### config.mk
export PLATFORM = sky130hd
export DESIGN_NAME = exif_orientation_parser_flat
export DESIGN_NICKNAME = d
export VERILOG_FILES = /design/src/rtl/eop_pkg.sv /design/src/rtl/eop_in_if.sv /design/src/rtl/eop_out_if.sv /design/src/rtl/exif_orientation_parser.sv /design/src/flat_wrapper.sv
export SDC_FILE = /design/constraint.sdc
export NUM_CORES = 1
export LEC_CHECK = 0
export ABC_CLOCK_PERIOD_IN_PS = 8600
export BUFFER_PORTS_ARGS = -buffer_cell sky130_fd_sc_hd__clkbuf_2
export CORE_MARGIN = 10
export CORE_UTILIZATION = 30
export DETAILED_ROUTE_END_ITERATION = 8
export SYNTH_ARGS = -nofsm -noshare
export SYNTH_HDL_FRONTEND = slang
export SYNTH_SLANG_ARGS = --single-unit
### constraint.sdc
create_clock -name clk -period 8.6 [get_ports clk]
set_clock_uncertainty 0.15 [all_clocks]
set_input_delay 0.43 -clock clk [delete_from_list [all_inputs] [get_ports clk]]
set_output_delay 0.43 -clock clk [all_outputs]
set_load 0.02 [all_outputs]
### src/rtl/eop_pkg.sv
`timescale 1ns / 1ps
// ----------------------------------------------------------------------------
// eop_pkg
// Shared types, codes and lookup functions of the EXIF orientation parser.
// ----------------------------------------------------------------------------
package eop_pkg;

    localparam int POS_BITS = 16;
    localparam logic [POS_BITS-1:0] POS_MAX = '1;

    localparam logic [15:0] ORIENT_TAG  = 16'h0112;
    localparam logic [15:0] TYPE_SHORT  = 16'd3;
    localparam logic [31:0] COUNT_ONE   = 32'd1;
    localparam logic [32:0] IFD_BASE    = 33'd12;
    localparam logic [32:0] IFD_MIN     = 33'd20;

    localparam logic [7:0] CH_I     = 8'h49;
    localparam logic [7:0] CH_M     = 8'h4D;
    localparam logic [7:0] TIFF_MAGIC = 8'h2A;

    typedef logic [7:0] data_t;
    typedef logic [2:0] code_t;
    typedef logic [2:0] status_t;

    localparam status_t ST_FOUND       = 3'd0;
    localparam status_t ST_BAD_MARKER  = 3'd1;
    localparam status_t ST_BAD_EXIF    = 3'd2;
    localparam status_t ST_BAD_TIFF    = 3'd3;
    localparam status_t ST_TAG_MISSING = 3'd4;
    localparam status_t ST_BAD_VALUE   = 3'd5;

    typedef enum logic [4:0] {
        PH_HEADER = 5'b00001,
        PH_SKIP   = 5'b00010,
        PH_COUNT  = 5'b00100,
        PH_ENTRY  = 5'b01000,
        PH_DONE   = 5'b10000
    } phase_t;

    // SOI followed by the APP1 marker
    function automatic data_t marker_byte(input logic [1:0] idx);
        data_t b;
        begin
            case (idx)
                2'd0:    b = 8'hFF;
                2'd1:    b = 8'hD8;
                2'd2:    b = 8'hFF;
                default: b = 8'hE1;
            endcase
            return b;
        end
    endfunction

    // "Exif" and two zero bytes
    function automatic data_t exif_byte(input logic [2:0] idx);
        data_t b;
        begin
            case (idx)
                3'd0:    b = 8'h45;
                3'd1:    b = 8'h78;
                3'd2:    b = 8'h69;
                3'd3:    b = 8'h66;
                default: b = 8'h00;
            endcase
            return b;
        end
    endfunction

    // orientation value 1..8 to code; idx is value minus one
    function automatic code_t orient_code(input logic [2:0] idx);
        code_t c;
        begin
            case (idx)
                3'd0:    c = 3'd0;
                3'd1:    c = 3'd1;
                3'd2:    c = 3'd3;
                3'd3:    c = 3'd2;
                3'd4:    c = 3'd7;
                3'd5:    c = 3'd4;
                3'd6:    c = 3'd6;
                default: c = 3'd5;
            endcase
            return c;
        end
    endfunction

    // Add byte k of a multi-byte field in the current byte order
    function automatic logic [31:0] gather(input logic [31:0] word, input data_t b,
                                           input logic [1:0] k, input logic le);
        logic [31:0] base;
        begin
            base = (k == 2'd0) ? 32'd0 : word;
            if (le)
                return base | ({24'd0, b} << {k, 3'b000});
            else
                return {base[23:0], b};
        end
    endfunction

endpackage

### src/rtl/eop_in_if.sv
`timescale 1ns / 1ps
// ----------------------------------------------------------------------------
// eop_in_if
// Byte stream channel: one file byte per request, with an end-of-file flag.
// ----------------------------------------------------------------------------
interface eop_in_if;
    import eop_pkg::*;

    logic  valid;
    logic  ready;
    data_t data_byte;
    logic  last_byte;

    modport source (output valid, output data_byte, output last_byte, input ready);
    modport sink   (input valid, input data_byte, input last_byte, output ready);
endinterface

### src/rtl/eop_out_if.sv
`timescale 1ns / 1ps
// ----------------------------------------------------------------------------
// eop_out_if
// Result channel: orientation code and parse status, one request per file.
// ----------------------------------------------------------------------------
interface eop_out_if;
    import eop_pkg::*;

    logic    valid;
    logic    ready;
    code_t   orientation_code;
    status_t status;

    modport source (output valid, output orientation_code, output status, input ready);
    modport sink   (input valid, input orientation_code, input status, output ready);
endinterface

### src/rtl/exif_orientation_parser.sv
`timescale 1ns / 1ps
// Result: a result appears on the result channel in the cycle after the byte that decides it.
// Throughput: one byte per cycle; the parse state and the result register update
// together at each accepted byte, and a byte is taken while the result slot is
// empty or being drained.
// Reset: rst_n clears the parser to the header check at position zero, result empty.
// ----------------------------------------------------------------------------
// exif_orientation_parser
// Streams a file's bytes, checks the APP1 Exif and TIFF headers, walks IFD0
// and reports the mapped Orientation tag, or why it was not found.
// ----------------------------------------------------------------------------
module exif_orientation_parser (
    input  logic      clk,
    input  logic      rst_n,
    eop_in_if.sink    bytes,
    eop_out_if.source result
);
    import eop_pkg::*;

    phase_t              phase_reg, phase_next;
    logic [POS_BITS-1:0] pos_reg, pos_next;
    logic                le_reg, le_next;
    logic [POS_BITS-1:0] dir_reg, dir_next;
    logic [15:0]         total_reg, total_next;
    logic [15:0]         num_reg, num_next;
    logic [3:0]          idx_reg, idx_next;
    logic [31:0]         word_reg, word_next;
    logic                match_reg, match_next;

    logic                out_valid_reg;
    code_t               out_code_reg;
    status_t             out_status_reg;

    logic                accept;
    logic                skip_hit;
    phase_t              cur_phase;
    logic [3:0]          cur_idx;
    logic [31:0]         gw;
    logic [1:0]          k;
    logic [32:0]         start;
    logic [15:0]         num_inc;
    logic                tiff_ok;
    logic                res_hit;
    code_t               res_code;
    status_t             res_status;
    data_t               b;

    assign bytes.ready = !out_valid_reg || result.ready;
    assign accept      = bytes.valid && bytes.ready;
    assign b           = bytes.data_byte;

    assign result.valid            = out_valid_reg;
    assign result.orientation_code = out_code_reg;
    assign result.status           = out_status_reg;

    // directory reached: count bytes start on this very byte
    assign skip_hit  = (phase_reg == PH_SKIP) && (pos_reg == dir_reg);
    assign cur_phase = skip_hit ? PH_COUNT : phase_reg;
    assign cur_idx   = skip_hit ? 4'd0 : idx_reg;
    assign num_inc   = num_reg + 16'd1;

    always_comb
    begin
        phase_next = phase_reg;
        pos_next   = pos_reg;
        le_next    = le_reg;
        dir_next   = dir_reg;
        total_next = total_reg;
        num_next   = num_reg;
        idx_next   = cur_idx;
        word_next  = word_reg;
        match_next = match_reg;
        res_hit    = 1'b0;
        res_code   = 3'd0;
        res_status = ST_FOUND;
        gw         = 32'd0;
        k          = 2'd0;
        start      = 33'd0;
        tiff_ok    = 1'b1;

        if (skip_hit)
        begin
            phase_next = PH_COUNT;
        end

        unique case (cur_phase)
            PH_HEADER:
            begin
                if (pos_reg < POS_BITS'(4))
                begin
                    if (b != marker_byte(pos_reg[1:0]))
                    begin
                        res_hit = 1'b1; res_status = ST_BAD_MARKER;
                    end
                end
                else if (pos_reg < POS_BITS'(6))
                begin
                    // segment size, ignore
                end
                else if (pos_reg < POS_BITS'(12))
                begin
                    if (b != exif_byte(pos_reg[2:0] - 3'd6))
                    begin
                        res_hit = 1'b1; res_status = ST_BAD_EXIF;
                    end
                end
                else if (pos_reg < POS_BITS'(16))
                begin
                    case (pos_reg[1:0])
                        2'd0:
                        begin
                            tiff_ok = (b == CH_I) || (b == CH_M);
                            le_next = (b == CH_I);
                        end
                        2'd1:    tiff_ok = (b == (le_reg ? CH_I : CH_M));
                        2'd2:    tiff_ok = (b == (le_reg ? TIFF_MAGIC : 8'h00));
                        default: tiff_ok = (b == (le_reg ? 8'h00 : TIFF_MAGIC));
                    endcase
                    if (!tiff_ok)
                    begin
                        res_hit = 1'b1; res_status = ST_BAD_TIFF;
                    end
                end
                else
                begin
                    gw        = gather(word_reg, b, pos_reg[1:0], le_reg);
                    word_next = gw;
                    if (pos_reg == POS_BITS'(19))
                    begin
                        start = {1'b0, gw} + IFD_BASE;
                        if (start < IFD_MIN || start > {{(33-POS_BITS){1'b0}}, POS_MAX})
                        begin
                            res_hit = 1'b1; res_status = ST_TAG_MISSING;
                        end
                        else
                        begin
                            dir_next   = start[POS_BITS-1:0];
                            phase_next = PH_SKIP;
                        end
                    end
                end
            end

            PH_COUNT:
            begin
                gw        = gather(word_reg, b, {1'b0, cur_idx[0]}, le_reg);
                word_next = gw;
                if (cur_idx == 4'd0)
                begin
                    idx_next = 4'd1;
                end
                else
                begin
                    total_next = gw[15:0];
                    idx_next   = 4'd0;
                    num_next   = 16'd0;
                    match_next = 1'b1;
                    if (gw[15:0] == 16'd0)
                    begin
                        res_hit = 1'b1; res_status = ST_TAG_MISSING;
                    end
                    else
                    begin
                        phase_next = PH_ENTRY;
                    end
                end
            end

            PH_ENTRY:
            begin
                if (cur_idx < 4'd2 || (cur_idx >= 4'd4 && cur_idx < 4'd8))
                    k = cur_idx[1:0];
                else
                    k = {1'b0, cur_idx[0]};
                if (cur_idx < 4'd10)
                begin
                    gw        = gather(word_reg, b, k, le_reg);
                    word_next = gw;
                end
                if (cur_idx == 4'd1 && gw != {16'd0, ORIENT_TAG})
                    match_next = 1'b0;
                if (cur_idx == 4'd3 && gw != {16'd0, TYPE_SHORT})
                    match_next = 1'b0;
                if (cur_idx == 4'd7 && gw != COUNT_ONE)
                    match_next = 1'b0;

                if (cur_idx == 4'd9 && match_reg)
                begin
                    res_hit = 1'b1;
                    if (gw[15:0] >= 16'd1 && gw[15:0] <= 16'd8)
                    begin
                        res_code   = orient_code(gw[2:0] - 3'd1);
                        res_status = ST_FOUND;
                    end
                    else
                    begin
                        res_status = ST_BAD_VALUE;
                    end
                end
                else if (cur_idx >= 4'd11)
                begin
                    idx_next   = 4'd0;
                    match_next = 1'b1;
                    num_next   = num_inc;
                    if (num_inc == total_reg)
                    begin
                        res_hit = 1'b1; res_status = ST_TAG_MISSING;
                    end
                end
                else
                begin
                    idx_next = cur_idx + 4'd1;
                end
            end

            default:
            begin
                // skip or done: hold
            end
        endcase

        if (phase_reg != PH_DONE)
        begin
            if (!res_hit && pos_reg == POS_MAX)
            begin
                res_hit = 1'b1; res_status = ST_TAG_MISSING;
            end
            if (pos_reg != POS_MAX)
                pos_next = pos_reg + POS_BITS'(1);
        end

        if (res_hit)
            phase_next = PH_DONE;

        if (bytes.last_byte)
        begin
            if (!res_hit && phase_reg != PH_DONE)
            begin
                res_hit    = 1'b1;
                res_code   = 3'd0;
                res_status = ST_TAG_MISSING;
                if (phase_reg == PH_HEADER)
                begin
                    if (pos_reg < POS_BITS'(4))
                        res_status = ST_BAD_MARKER;
                    else if (pos_reg < POS_BITS'(12))
                        res_status = ST_BAD_EXIF;
                    else if (pos_reg < POS_BITS'(16))
                        res_status = ST_BAD_TIFF;
                end
            end
            // re-arm for the next file
            phase_next = PH_HEADER;
            pos_next   = '0;
            le_next    = 1'b0;
            dir_next   = '0;
            total_next = 16'd0;
            num_next   = 16'd0;
            idx_next   = 4'd0;
            word_next  = 32'd0;
            match_next = 1'b1;
        end
    end

    always_ff @(posedge clk or negedge rst_n)
    begin
        if (!rst_n)
        begin
            phase_reg     <= PH_HEADER;
            pos_reg       <= '0;
            le_reg        <= 1'b0;
            dir_reg       <= '0;
            total_reg     <= 16'd0;
            num_reg       <= 16'd0;
            idx_reg       <= 4'd0;
            word_reg      <= 32'd0;
            match_reg     <= 1'b1;
            out_valid_reg <= 1'b0;
        end
        else
        begin
            if (accept)
            begin
                phase_reg <= phase_next;
                pos_reg   <= pos_next;
                le_reg    <= le_next;
                dir_reg   <= dir_next;
                total_reg <= total_next;
                num_reg   <= num_next;
                idx_reg   <= idx_next;
                word_reg  <= word_next;
                match_reg <= match_next;
            end
            if (accept && res_hit)
                out_valid_reg <= 1'b1;
            else if (result.ready)
                out_valid_reg <= 1'b0;
        end
    end

    // result payload, loaded with each new request
    always_ff @(posedge clk)
    begin
        if (accept && res_hit)
        begin
            out_code_reg   <= res_code;
            out_status_reg <= res_status;
        end
    end

endmodule
### src/flat_wrapper.sv
// flat-port wrapper written by rule: the top's interface ports become plain ports
module exif_orientation_parser_flat import eop_pkg::*;
  (clk, rst_n, bytes_valid, bytes_data_byte, bytes_last_byte, bytes_ready, result_valid, result_orientation_code, result_status, result_ready);
  eop_in_if bytes_i ();
  eop_out_if result_i ();
  input  logic clk;
  input  logic rst_n;
  input wire logic [$bits(bytes_i.valid)-1:0] bytes_valid;
  input wire logic [$bits(bytes_i.data_byte)-1:0] bytes_data_byte;
  input wire logic [$bits(bytes_i.last_byte)-1:0] bytes_last_byte;
  output wire logic [$bits(bytes_i.ready)-1:0] bytes_ready;
  output wire logic [$bits(result_i.valid)-1:0] result_valid;
  output wire logic [$bits(result_i.orientation_code)-1:0] result_orientation_code;
  output wire logic [$bits(result_i.status)-1:0] result_status;
  input wire logic [$bits(result_i.ready)-1:0] result_ready;
  assign bytes_i.valid = bytes_valid;
  assign bytes_i.data_byte = bytes_data_byte;
  assign bytes_i.last_byte = bytes_last_byte;
  assign bytes_ready = bytes_i.ready;
  assign result_valid = result_i.valid;
  assign result_orientation_code = result_i.orientation_code;
  assign result_status = result_i.status;
  assign result_i.ready = result_ready;
  exif_orientation_parser u_core (.clk(clk), .rst_n(rst_n), .bytes(bytes_i), .result(result_i));
endmodule
## Yosys cells after proc, flatten, opt, wreduce, memory -nomap -nowiden

Index checks and enable logic that the tools add are counted.

- Bits in registers: 114
- Bits in latches: 0
- Bits in writable memories: 0
- ROM bits: 0
- Bits of input ports: 13
- Output and inout bits: 8
- Word-level logic and storage cells: 272
- Memories kept: 0

- Add/subtract/negate cells: 6
- Multiply operators: 0
- Divide/modulo/power cells: 0
- Magnitude comparators: 13
- Equality and inequality tests: 50
- Shifts and indexed selects: 3
- Multiplexer cells: 143
- Bitwise operators: 3
- Reductions and logical operators: 42

Operators with widths:

| kind | count |
|---|---|
| $mux 32 | 20 |
| $mux 16 | 18 |
| $or 32x32->32 | 3 |
| $pmux 32 s3 | 1 |
| $mux 3 | 26 |
| $shl 8x5->32 | 2 |
| $mux 5 | 11 |
| $mux 8 | 6 |
| $mux 1 | 41 |
| $add 32x4->33 const B | 1 |
| $gt 33x16->1 const B | 1 |
| $lt 33x5->1 const B | 1 |
| $add 16x1->16 const B | 2 |
| $eq 16x16->1 | 2 |
| $lt 16x3->1 const B | 2 |
| $ne 32x1->1 const B | 1 |
| $ne 32x2->1 const B | 1 |
| $ne 32x9->1 const B | 1 |
| $pmux 16 s2 | 1 |
| $shl 8x4->32 | 1 |
| $pmux 7 s4 | 1 |
| $eq 8x8->1 | 3 |
| $pmux 3 s7 | 1 |
| $ne 3x3->1 const B | 6 |
| 56 further kinds | 107 |

## Longest topological paths before layout

- Depth after elaboration: 29
- Mapped depth: 22
- Mapped depth without buffers: 16

## Least setup slack after synthesis

No wires, ideal clock.

- Path kind: flip-flop to flip-flop
- Start: reg u_core.le_reg
- End: reg u_core.out_code_reg[0] (netlist: u_core.result.orientation_code[0]) (enable)
- Setup time: 0.276 ns
- Arrival time: 5.045 ns
- Data required time: 8.174 ns
- Path slack: 3.129 ns
- Stages on the path, launching flop included: 22
- Path buffers: 10
- Clock period less this slack: 5.471 ns
- Cell sequence: dfrtp_1 > buf_4 > buf_6 > buf_6 > buf_6 > clkbuf_1 > clkbuf_1 > clkbuf_1 > buf_1 > a22oi_1 > ha_1 > clkbuf_1 > nor4_2 > and3_1 > buf_2 > nand3_1 > xnor2_1 > a311o_1 > or4_4 > o311ai_4 > nor2b_1 > nor2_1

- Word-level cells in the longest chain between the ends: 25
- Elaborated cells between the ends (all ways): 44
- Those cells by class: add/sub: 1; order compare: 2; eq/ne: 3; mux: 31; reduce/logical: 7

Ends and longest elaborated chain:

| what | line | text |
|---|---|---|
| start, declared | exif_orientation_parser.sv:22 | `logic le_reg, le_next;` |
| start signal, assigned | exif_orientation_parser.sv:286 | `le_reg <= le_next;` |
| $mux 32 | eop_pkg.sv:93 | `if (le)` |
| $mux 32 | exif_orientation_parser.sv:107 | `else if (pos_reg < POS_BITS'(16))` |
| $mux 32 | exif_orientation_parser.sv:100 | `else if (pos_reg < POS_BITS'(12))` |
| $mux 32 | exif_orientation_parser.sv:96 | `else if (pos_reg < POS_BITS'(6))` |
| $mux 32 | exif_orientation_parser.sv:89 | `if (pos_reg < POS_BITS'(4))` |
| $mux 32 | exif_orientation_parser.sv:86 | `unique case (cur_phase)` |
| $add 32x4->33 | exif_orientation_parser.sv:130 | `start = {1'b0, gw} + IFD_BASE;` |
| $lt 33x5->1 or $gt 33x16->1 (tied branches) | exif_orientation_parser.sv:131 | `if (start < IFD_MIN \|\| start > {{(33-POS_BITS){1'b0}}, POS_MAX})` |
| [9 not listed] | n/a |  |
| $logic_and 1x1->1 | exif_orientation_parser.sv:224 | `if (!res_hit && pos_reg == POS_MAX)` |
| $mux 1 | exif_orientation_parser.sv:224 |  |
| $mux 1 * | exif_orientation_parser.sv:222 | `if (phase_reg != PH_DONE)` |
| $logic_not 1->1 | exif_orientation_parser.sv:237 | `if (!res_hit && phase_reg != PH_DONE)` |
| $logic_and 1x1->1 | exif_orientation_parser.sv:237 |  |
| $mux 1 | exif_orientation_parser.sv:237 |  |
| $mux 1 * | exif_orientation_parser.sv:235 | `if (bytes.last_byte)` |
| $logic_and 1x1->1 * | exif_orientation_parser.sv:304 | `if (accept && res_hit)` |
| end signal, assigned | exif_orientation_parser.sv:306 | `out_code_reg <= res_code;` |
| end, declared | exif_orientation_parser.sv:31 | `code_t out_code_reg;` |

Every way passes the cells marked *; elsewhere a longest branch is shown, timed or not. The select of a mux whose other input is x is not followed.
A chain may end at the register's enable or synchronous reset.

## Worst setup path after layout

- Start: reg u_core.pos_reg[1]
- End: reg u_core.dir_reg[9]

- Word-level cells in the longest chain between the ends: 18
- Elaborated cells between the ends (all ways): 39
- Those cells by class: add/sub: 1; order compare: 6; eq/ne: 8; shift: 1; mux: 16; bitwise: 1; reduce/logical: 6

Ends and longest elaborated chain:

| what | line | text |
|---|---|---|
| start, declared | exif_orientation_parser.sv:21 | `logic [POS_BITS-1:0] pos_reg, pos_next;` |
| start signal, assigned | exif_orientation_parser.sv:285 | `pos_reg <= pos_next;` |
| branches (longest 18 deep; another with $add 32x4->33) | n/a |  |
| end signal, assigned | exif_orientation_parser.sv:287 | `dir_reg <= dir_next;` |
| end, declared | exif_orientation_parser.sv:23 | `logic [POS_BITS-1:0] dir_reg, dir_next;` |

Parallel ways; which one is timed is not known. The select of a mux whose other input is x is not followed.

==> impl_metrics.tcl <==
set metrics [dict create \
    final_cell_count_no_fill 1718 \
    hp-class "primary input to register" \
    syn_area_per_cell_um2 7.77 \
    critical_path.slowest_cell "nand3_2" \
    hold_ws_ns 0.0992 \
    crit_start "u_core.pos_reg[1]$_DFFE_PN0P_" \
    slew_violations 0 \
    ir_drop_mv 0.145 \
    finalPower_mw 2.92 \
    tightestPinTransition_ns 1.07 \
    synth_top_area_share_pct 25.9 \
    grt.overflow.total 0 \
    first_global_vias 9600 \
    cp_num_buf_inv 3 \
    path_cells "inv_1 -> ha_1 -> buf_4 -> and2b_1 -> a22o_1 -> inv_1 -> ha_1 -> nor4_2 -> and3_1 -> nand3_1 -> xnor2_1 -> a311o_1 -> nor4_2 -> nand3_2 -> a2111oi_0 -> a221o_1" \
    fin_nets 1282 \
    cts.sinks 114 \
    n_fill_cell 3546 \
    internal_power_mw 1.52 \
    cp_top_family "simple AND/OR/NAND/NOR gates" \
    routabilityCongestion 0.958 \
    die_h_um 205 \
    critical_path_class "register to register" \
    cts_buffers 17 \
    numPortBuffers 20 \
    finalSetupTns_ns 0 \
    cts_tree "yes" \
    num_rows 67 \
    power_density_nw_per_um2 263 \
    multiInputGateArea_um2 6760 \
    path_max_fanout 49 \
    drive_gt1_share_pct 9.13 \
    fin_crit_ns 6.28 \
    p_leak_nw 4.36 \
    p_seq_share_pct 30.4 \
    final.setup.worst_slack_ns 2.32 \
    status "complete, no violations" \
    drt-initial-drc-count 1361 \
    antenna_found_initial 0 \
    critPathRequiredTime_ns 8.81 \
    ys.warnings.count 0 \
    cts_setup_buffers 0 \
    rsz0062_at_grt "no" \
    synthFlopType "dfrtp_1" \
    worst_setup_path_start_kind "register" \
    dpl_cell_area_um2 10500 \
    netlist_top_cells_area "dfrtp_1, nand2_1, o21ai_0" \
    synth_top_cell_by_area "dfrtp_1" \
    grt_max_degree 86 \
    ys_types 92 \
    synthArstFlopShare_pct 94.7 \
    syn-instance-count 1316 \
    synthesis.area_um2 10200 \
    end_kind "register" \
    routedWlPerCell_um 20.3 \
    synth_edf_count 6 \
    via_count 10385 \
    final_hold_viol_count 0 \
    cts_max_level 4 \
    cts-root-buf "clkbuf_16" \
    io_pins 21 \
    drc_errors 0 \
    finalSetupViolCount 0 \
    swShare_pct 47.8 \
    core-area_um2 33600 \
    floorplan.initialDensity_pct 30.4 \
    clk_pin_slew_ns 0.06 \
    area_growth_pct 8.50 \
    totalWireLength_um 34900 \
    fp.dieArea_um2 41900 \
    min_period_over_period_pct 73.0 \
    ys_seq_area_share_pct 28.2 \
    comb_power_share_pct 46.2 \
    track_usage_pct 16.4 \
    grt_pass1_wl_um 55400 \
    dpl.hpwl_um 24300 \
    num_antenna_cells 0 \
    p_clk_share_pct 23.4 \
    drv_cap 0 \
    hp-start "bytes_valid" \
    p_switching_mw 1.40 \
    die_width_um 205 \
    timing.rr.start "u_core.pos_reg[1]$_DFFE_PN0P_" \
    viasPerCell 6.04 \
    place_ws_ns 2.48 \
    arrival_ns 6.49 \
    cts_buffer_depth 2 \
    final_util_pct 33.0 \
    largest_reg_flops 32 \
    ant_nets 0 \
    clock_latency_ns 0.44 \
    seqCellArea_um2 2890 \
    max_slew_margin_pct 28.7 \
    ys_ff_latch 114 \
    max_stage_delay_ns 0.65 \
    final_area_um2 11100 \
    synthesis.nets 1341 \
    first_pass_iters 6 \
    dpl.cell_count 1685 \
    fmax_ghz 0.159 \
]
## worst min-delay path: cells and delay by family
family | cells | cell delay (ns)
buffers and inverters | 2 | 0.15
AOI/OAI and AO/OA | 1 | 0.06
## per-layer routing
layer / track usage (%) / wire length (um) / vias up
met1: 22.4 / 15700 / 5024
met4: 6.08 / 1010 / 0
li1: - / - / 4781
met5: 0 / 0 / -
met3: 4.09 / 3160 / 84
met2: 24.3 / 15100 / 496
## layout make-up
cell class | instances | share of cell area (%)
tap | 448 | 5.05
clock buffer | 17 | 3.83
sequential | 114 | 26.0
clock inverter | 15 | 1.12
timing repair buffer | 36 | 2.03
inverter | 30 | 1.01
multi-input combinational | 1058 | 60.9
## power groups by stage
stage | registers, mW | clock network, mW | logic (mW)
2_1_floorplan | 0.750 | 0 | 1.12
3_3_place_gp | 0.879 | 0 | 1.31
3_5_place_dp | 0.884 | 0 | 1.32
4_1_cts | 0.874 | 0.694 | 1.33
5_1_grt | 0.900 | 0.716 | 1.47
6_report | 0.888 | 0.682 | 1.35
## cells in the final DEF (no fill, tap or decap), types with 15 or more instances in the layout
cell type,instances
xnor2_1,44
nand2_1,147
clkbuf_16,17
nor4_1,27
a221o_1,16
a21o_1,18
a211oi_1,21
nand3_1,32
nor2_1,120
nor2b_1,19
xor2_1,26
nand4_1,16
o31ai_1,23
a21oi_1,76
clkbuf_2,19
nor3_1,48
mux2i_1,38
dfrtp_1,105
inv_1,29
and3_1,15
o211ai_1,20
o21ai_0,98
buf_4,16
## Yosys cell counts (10+ instances only)
library cell  count
nand2_1         147
nand3b_1         11
xnor2_1          44
xor2_1           26
a21o_1           18
a22oi_1          10
dfrtp_1         106
nor2b_1          19
buf_1            10
a21oi_1          76
nand3_1          32
o21a_1           14
o22ai_1          14
nor4_1           27
ha_1             12
o2bb2ai_1        10
nand4_1          16
nor3_1           48
nor2_1          120
o211ai_1         20
a221o_1          16
inv_1            29
o31ai_1          24
a2111oi_0        13
buf_2            17
a211oi_1         21
mux2i_1          38
clkbuf_1         79
and3_1           15
a31oi_1          10
o21ai_0          98
a22o_1           10
## logic make-up after synthesis
group / after synthesis / synth area share, %
AO/OA/AOI/OAI: 426 / 29.0
AND/OR/NAND/NOR: 508 / 25.2
flip-flops: 114 / 28.2
adder cells (fa/ha/maj): 12 / 1.47
multiplexers: 42 / 4.18
buffers and inverters: 144 / 5.97
XOR/XNOR: 70 / 6.00
## path summary, 6_finish.rpt
kind / endpoint / cells past startpoint / slack (ns)
max reg2reg: u_core.dir_reg[9]$_DFFE_PN0P_ / 16 / 2.32
max in group asynchronous: u_core.le_reg$_DFFE_PN0P_ / 3 / 6.42
min in group asynchronous: u_core.word_reg[18]$_DFFE_PN0P_ / 2 / 0.35
min: u_core.result.valid$_DFFE_PN0P_ / 3 / 0.1
min reg2reg: u_core.total_reg[15]$_DFFE_PN0P_ / 2 / 0.36
max: u_core.dir_reg[9]$_DFFE_PN0P_ / 16 / 2.32
## timing repair
action / 4_1_cts / 5_1_grt
hold buffers: 1 / 0
gates resized for setup: 0 / 0
endpoints found under the hold margin: 34 / 0
Note: power is estimated with default switching activity, not from simulation.
